===== src/design/ctrnn_pkg.sv =====
// shared types, constants and sigmoid table for the ctrnn euler step block
package ctrnn_pkg;

    localparam int NEURONS    = 8;
    localparam int SIG_DEPTH  = 256;
    localparam int SIG_DL     = $clog2(SIG_DEPTH);
    localparam int NW         = (NEURONS > 1) ? $clog2(NEURONS) : 1;
    localparam int WDEPTH     = NEURONS * NEURONS;
    localparam int WAW        = (WDEPTH > 1) ? $clog2(WDEPTH) : 1;
    localparam int MAXN       = (NEURONS < 8) ? NEURONS : 8;
    localparam int ACC_W      = 40;
    localparam int CFG_IDX_W  = 1;

    // item kinds
    localparam logic [2:0] KIND_WEIGHT = 3'd0;
    localparam logic [2:0] KIND_BIAS   = 3'd1;
    localparam logic [2:0] KIND_ITAU   = 3'd2;
    localparam logic [2:0] KIND_VOLT   = 3'd3;
    localparam logic [2:0] KIND_EXT    = 3'd4;
    localparam logic [2:0] KIND_STEP   = 3'd5;

    // configuration register indexes
    localparam logic [CFG_IDX_W-1:0] CFG_STEP_SIZE = 1'd0;
    localparam logic [CFG_IDX_W-1:0] CFG_NEURONS   = 1'd1;

    localparam logic [15:0] STEP_SIZE_RESET = 16'd655;
    localparam logic [3:0]  NIU_RESET       = 4'(MAXN);

    // controller to datapath commands
    typedef struct packed {
        logic          wr_en;
        logic          acc_load;
        logic          mac_issue;
        logic          net_en;
        logic          mul_en;
        logic          upd_en;
        logic          emit_en;
        logic          emit_last;
        logic [NW-1:0] idx_i;
        logic [NW-1:0] idx_j;
    } ctrnn_cmd_t;

    // datapath to controller status
    typedef struct packed {
        logic [3:0] n_active;
    } ctrnn_sts_t;

    typedef logic [SIG_DEPTH-1:0][15:0] sig_tab_t;

    // saturate a signed value to 16 bits
    function automatic logic signed [15:0] sat16(input logic signed [19:0] x);
        logic signed [15:0] r;
        if (x > 20'sd32767) r = 16'sh7fff;
        else if (x < -20'sd32768) r = 16'sh8000;
        else r = x[15:0];
        return r;
    endfunction

    // sigmoid table at bin centers, evaluated at elaboration
    function automatic sig_tab_t build_sig_table();
        logic [63:0] eb [15];
        logic [63:0] t;
        logic [63:0] e;
        logic [63:0] den;
        logic [63:0] num;
        logic [63:0] q;
        logic [63:0] rem;
        int          c;
        int          a;
        sig_tab_t    tab;
        t = (64'd1 << 60) - (64'd1 << 50) + (64'd1 << 39) - 64'd178956970 + 64'd43690;
        eb[0] = (t + (64'd1 << 27)) >> 28;
        for (int b = 1; b < 15; b++) begin
            eb[b] = (eb[b-1] * eb[b-1] + (64'd1 << 31)) >> 32;
        end
        for (int k = 0; k < SIG_DEPTH; k++) begin
            c = -16384 + ((2 * k + 1) * 16384) / SIG_DEPTH;
            a = (c < 0) ? -c : c;
            e = 64'd1 << 32;
            for (int b = 0; b < 15; b++) begin
                if (a[b]) e = (e * eb[b] + (64'd1 << 31)) >> 32;
            end
            den = (64'd1 << 32) + e;
            if (c >= 0) num = (64'd1 << 48) + (den >> 1);
            else num = (e << 16) + (den >> 1);
            // long division, one quotient bit a pass
            q = '0;
            rem = '0;
            for (int b = 63; b >= 0; b--) begin
                rem = {rem[62:0], num[b]};
                if (rem >= den) begin
                    rem = rem - den;
                    q[b] = 1'b1;
                end
            end
            if (q > 64'd65535) q = 64'd65535;
            tab[k] = q[15:0];
        end
        return tab;
    endfunction

    localparam sig_tab_t SIG_TABLE = build_sig_table();

endpackage


===== src/design/ctrnn_ctrl.sv =====
// step sequencer: accepts items and walks the neuron and weight loops
module ctrnn_ctrl (
    input  logic                  aclk,
    input  logic                  aresetn,
    input  logic                  s_tvalid,
    output logic                  s_tready,
    input  logic [2:0]            s_kind,
    output logic                  m_tvalid,
    input  logic                  m_tready,
    output ctrnn_pkg::ctrnn_cmd_t cmd,
    input  ctrnn_pkg::ctrnn_sts_t sts
);
    import ctrnn_pkg::*;

    localparam logic [3:0] ST_IDLE  = 4'd0;
    localparam logic [3:0] ST_INIT  = 4'd1;
    localparam logic [3:0] ST_MAC   = 4'd2;
    localparam logic [3:0] ST_DRAIN = 4'd3;
    localparam logic [3:0] ST_NET   = 4'd4;
    localparam logic [3:0] ST_MUL   = 4'd5;
    localparam logic [3:0] ST_UPD   = 4'd6;
    localparam logic [3:0] ST_EMIT  = 4'd7;
    localparam logic [3:0] ST_HOLD  = 4'd8;

    logic [3:0]    state_reg, state_next;
    logic [NW-1:0] i_reg, i_next;
    logic [NW-1:0] j_reg, j_next;
    logic [NW-1:0] last_idx;
    logic          accept;

    assign last_idx = NW'(sts.n_active - 4'd1);
    assign s_tready = (state_reg == ST_IDLE);
    assign m_tvalid = (state_reg == ST_HOLD);
    assign accept   = s_tvalid && s_tready;

    // next state and commands
    always_comb begin
        state_next    = state_reg;
        i_next        = i_reg;
        j_next        = j_reg;
        cmd           = '0;
        cmd.idx_i     = i_reg;
        cmd.idx_j     = j_reg;
        cmd.emit_last = (i_reg == last_idx);
        case (state_reg)
            ST_IDLE: begin
                if (accept) begin
                    if (s_kind == KIND_STEP) begin
                        state_next = ST_INIT;
                        i_next     = '0;
                    end else begin
                        cmd.wr_en = 1'b1;
                    end
                end
            end
            ST_INIT: begin
                cmd.acc_load = 1'b1;
                j_next       = '0;
                state_next   = ST_MAC;
            end
            ST_MAC: begin
                cmd.mac_issue = 1'b1;
                if (j_reg == last_idx) begin
                    state_next = ST_DRAIN;
                end else begin
                    j_next = j_reg + 1'b1;
                end
            end
            ST_DRAIN: begin
                state_next = ST_NET;
            end
            ST_NET: begin
                cmd.net_en = 1'b1;
                state_next = ST_MUL;
            end
            ST_MUL: begin
                cmd.mul_en = 1'b1;
                state_next = ST_UPD;
            end
            ST_UPD: begin
                cmd.upd_en = 1'b1;
                if (i_reg == last_idx) begin
                    i_next     = '0;
                    state_next = ST_EMIT;
                end else begin
                    i_next     = i_reg + 1'b1;
                    state_next = ST_INIT;
                end
            end
            ST_EMIT: begin
                cmd.emit_en = 1'b1;
                state_next  = ST_HOLD;
            end
            ST_HOLD: begin
                if (m_tready) begin
                    if (i_reg == last_idx) begin
                        state_next = ST_IDLE;
                    end else begin
                        i_next     = i_reg + 1'b1;
                        state_next = ST_EMIT;
                    end
                end
            end
            default: begin
                state_next = ST_IDLE;
            end
        endcase
    end

    // state registers
    always_ff @(posedge aclk) begin
        if (!aresetn) begin
            state_reg <= ST_IDLE;
            i_reg     <= '0;
            j_reg     <= '0;
        end else begin
            state_reg <= state_next;
            i_reg     <= i_next;
            j_reg     <= j_next;
        end
    end

endmodule


===== config.mk =====
export PLATFORM = sky130hd
export DESIGN_NAME = ctrnn_ctrl
export DESIGN_NICKNAME = d
export VERILOG_FILES = /design/src/design/ctrnn_pkg.sv /design/src/design/ctrnn_ctrl.sv
export SDC_FILE = /design/constraint.sdc
export NUM_CORES = 1
export LEC_CHECK = 0
export BUFFER_PORTS_ARGS = -buffer_cell sky130_fd_sc_hd__buf_2
export CORE_MARGIN = 1.5
export CORE_UTILIZATION = 35
export DETAILED_ROUTE_END_ITERATION = 16
export GPL_TIMING_DRIVEN = 0
export PLACE_DENSITY = 0.65
export RECOVER_POWER = 100
export SLEW_MARGIN = 20
export SYNTH_ARGS = -nofsm -noshare
export SYNTH_HDL_FRONTEND = slang
export SYNTH_SLANG_ARGS = --single-unit

===== constraint.sdc =====
create_clock -name aclk -period 1.5 [get_ports aclk]
set_input_delay 0.3 -clock aclk [delete_from_list [all_inputs] [get_ports aclk]]
set_output_delay 0.3 -clock aclk [all_outputs]
set_load 0.02 [all_outputs]

==> results.yml <==
layout:
  instances_no_fill: 169
  nets: 156
  design_area_um2: 1391
  ff_latch_area_um2: 214.0
  area_delta_synth_final_pct: 68.74
  antenna_cells: 0
  multi_input_area_um2: 700.7
  fillCellCount: 206
  post-route-util: 0.6290
  largest_register_ffs: 4
  final_common_cell: "buf_4"
  final_cell_mix: "20 x buf_4, 10 x buf_6, 7 x clkbuf_1, 7 x buf_2, 6 x nand2_1"
  drive_gt1_frac: 0.5248
synthesis:
  netlist_instances: 95
  async_flop_share: 0
  synth_seq_area_share: 0.2428
  avgSynthCellArea_um2: 8.679
  synth-edff-count: 0
  synth.distinct_cells: 48
  ys_ff_latch: 10
  syn_area_um2: 824.5
  synth_flop_cell: "dfxtp_1"
  synthesis.nets: 109
  yosysWarnings: 0
floorplan:
  dieArea_um2: 2656
  die_h_um: 51.54
  initial_core_util: 0.3727
  rows: 17
  coreArea_um2: 2212
  die_x_um: 51.54
  pin_count: 27
status:
  status: "finished with violations"
  violations: "setup timing"
pwr:
  pwr-share-seq: 0.388
  p_comb_frac: 0.216
  power_mw: 0.6835
  power.leakage_nw: 0.6104
  p_switching_mw: 0.1964
  p_int_mw: 0.4870
  power_density_nw_per_um2: 491.3
  p_clk_frac: 0.396
  switching_share: 0.2874
  ir_drop_mv: 0.5456
worst_setup_path:
  path_max_fanout: 5
  cp-start-kind: "flip-flop"
  crit_path_end_kind: "output port"
  required_ns: 1.20
  crit_type: "flip-flop to output port"
  r2r_setup_slack_ns: 0.02
  timing.rr.start: "state_reg[1]$_SDFFE_PN0P_"
  cp-startpoint: "state_reg[2]$_SDFFE_PN0P_"
  critPathArrivalTime_ns: 1.41
grt:
  grt_antenna_before_repair: 0
  grt_util_all_layers: 0.1873
  grt_pass1_vias: 831
  grt-ovfl-total: 0
  grt_pass1_wl_um: 3643
  grt_max_degree: 11
sta:
  max-slew-margin-rel: 0.6776
  fin_skew_ns: 0.001460
  period_minus_slack_ns: 1.714
  rsz0062_at_grt: "yes"
  setup_viol: 10
  fmax_ghz: 0.5833
  hold_viol: 0
  slew_violations: 0
  whs_ns: 0.3641
  fin_crit_sh: 1.143
  fin_ws_ns: -0.2143
  fin_setup_tns_ns: -1.041
  worstMarginPinSlew_ns: 0.4836
routing:
  via_count: 898
  antenna_left: 0
  via_per_inst: 5.314
  first_pass_iters: 4
  drtIter0Drc: 11
  wirelength_um: 2297
  wl_per_cell_um: 13.59
  post-route-drc-count: 0
placed_design:
  port_buffers: 25
  hpwlAfterDp_um: 1555
  place_inst: 148
  post-place-ws_ns: -0.2924
  gp_congestion: 0.7131
  placed_area_um2: 1059
flow_run:
  max-cap-violations: 0
clock_tree:
  worstSkewPairLatency_ns: 0.29
  htree_levels: 1
  cts_sinks: 10
  path_clk_slew_ns: 0.08
  cts_buffers: 3
  cts_tree: "built"
  holdBufCountCts: 0
  cts.path.max_buffers: 2
  root_buffer: "clkbuf_4"
worst_hold_path:
  hold_start: "m_tready"
  hp-class: "input port to flip-flop"
[synthesized netlist by cell type, types with 2 or more instances]
master	number	area, um^2
o31ai_1	2	15.01
nor3_1	6	30.03
nand2b_1	4	25.02
nor2_1	6	22.52
a21oi_1	5	25.02
dfxtp_1	10	200.2
xnor2_1	4	35.03
o32ai_1	2	17.52
o211ai_1	3	22.52
nand2_1	7	26.28
buf_2	2	10.01
ha_1	3	37.54
buf_4	2	15.01
xor2_1	2	17.52
inv_1	4	15.01
[cell type report]
| cell class | instances | area share |
|---|---|---|
| sequential | 10 | 0.1538 |
| tap | 28 | 0.02518 |
| inverter | 5 | 0.02608 |
| timing repair buffer | 42 | 0.2275 |
| buffer | 5 | 0.03777 |
| clock buffer | 4 | 0.02608 |
| multi-input combinational | 75 | 0.5036 |
[kinds of logic after synthesis]
family,count (synthesis),share of synthesized area
and+or+nand+nor,40,0.3066
buffers and inverters,10,0.05764
DFF,10,0.2428
AOI/OAI and AO/OA,23,0.2155
xor gates and xnor gates,8,0.1199
muxes,1,0.01214
adders and majority gates,3,0.04553
[worst paths after layout]
kind	end	depth (start not counted)
worst min register to register	i_reg[0]$_SDFFE_PN0P_	1
worst max-delay path	m_tvalid	4
worst max register to register	i_reg[2]$_SDFFE_PN0P_	5
worst min-delay path	state_reg[3]$_SDFFE_PN0P_	3
[power groups by stage]
stage	sequential [mW]	combinational (mW)	clock [mW]
after floorplan	0.275	0.0751	0
after global placement	0.275	0.109	0
after detailed placement	0.275	0.113	0
after CTS	0.265	0.145	0.272
after global routing	0.265	0.158	0.294
final	0.265	0.147	0.271
[worst max-delay path: stages (launching register included)]
cell and delay [ns]:
dfxtp_2 0.33, buf_6 0.12, or3b_4 0.41, nor2_4 0.13, buf_6 0.13
[layer usage]
| metal | part of all wire | GRT usage | vias up |
|---|---|---|---|
| met4 | 0.016 | 0.05263 | 0 |
| met5 | 0 | 0 | - |
| met3 | 0.059 | 0.06034 | 4 |
| li1 | - | - | 447 |
| met2 | 0.50 | 0.3205 | 27 |
| met1 | 0.42 | 0.2240 | 420 |
[what timing repair did]
action | 4_1_cts | 5_1_grt
pin swaps | 6 | 3
gates resized for setup | 32 | 17
buffers inserted | 13 | 4
setup endpoints to repair | 13 | 13
(Power assumes the default switching activity.)
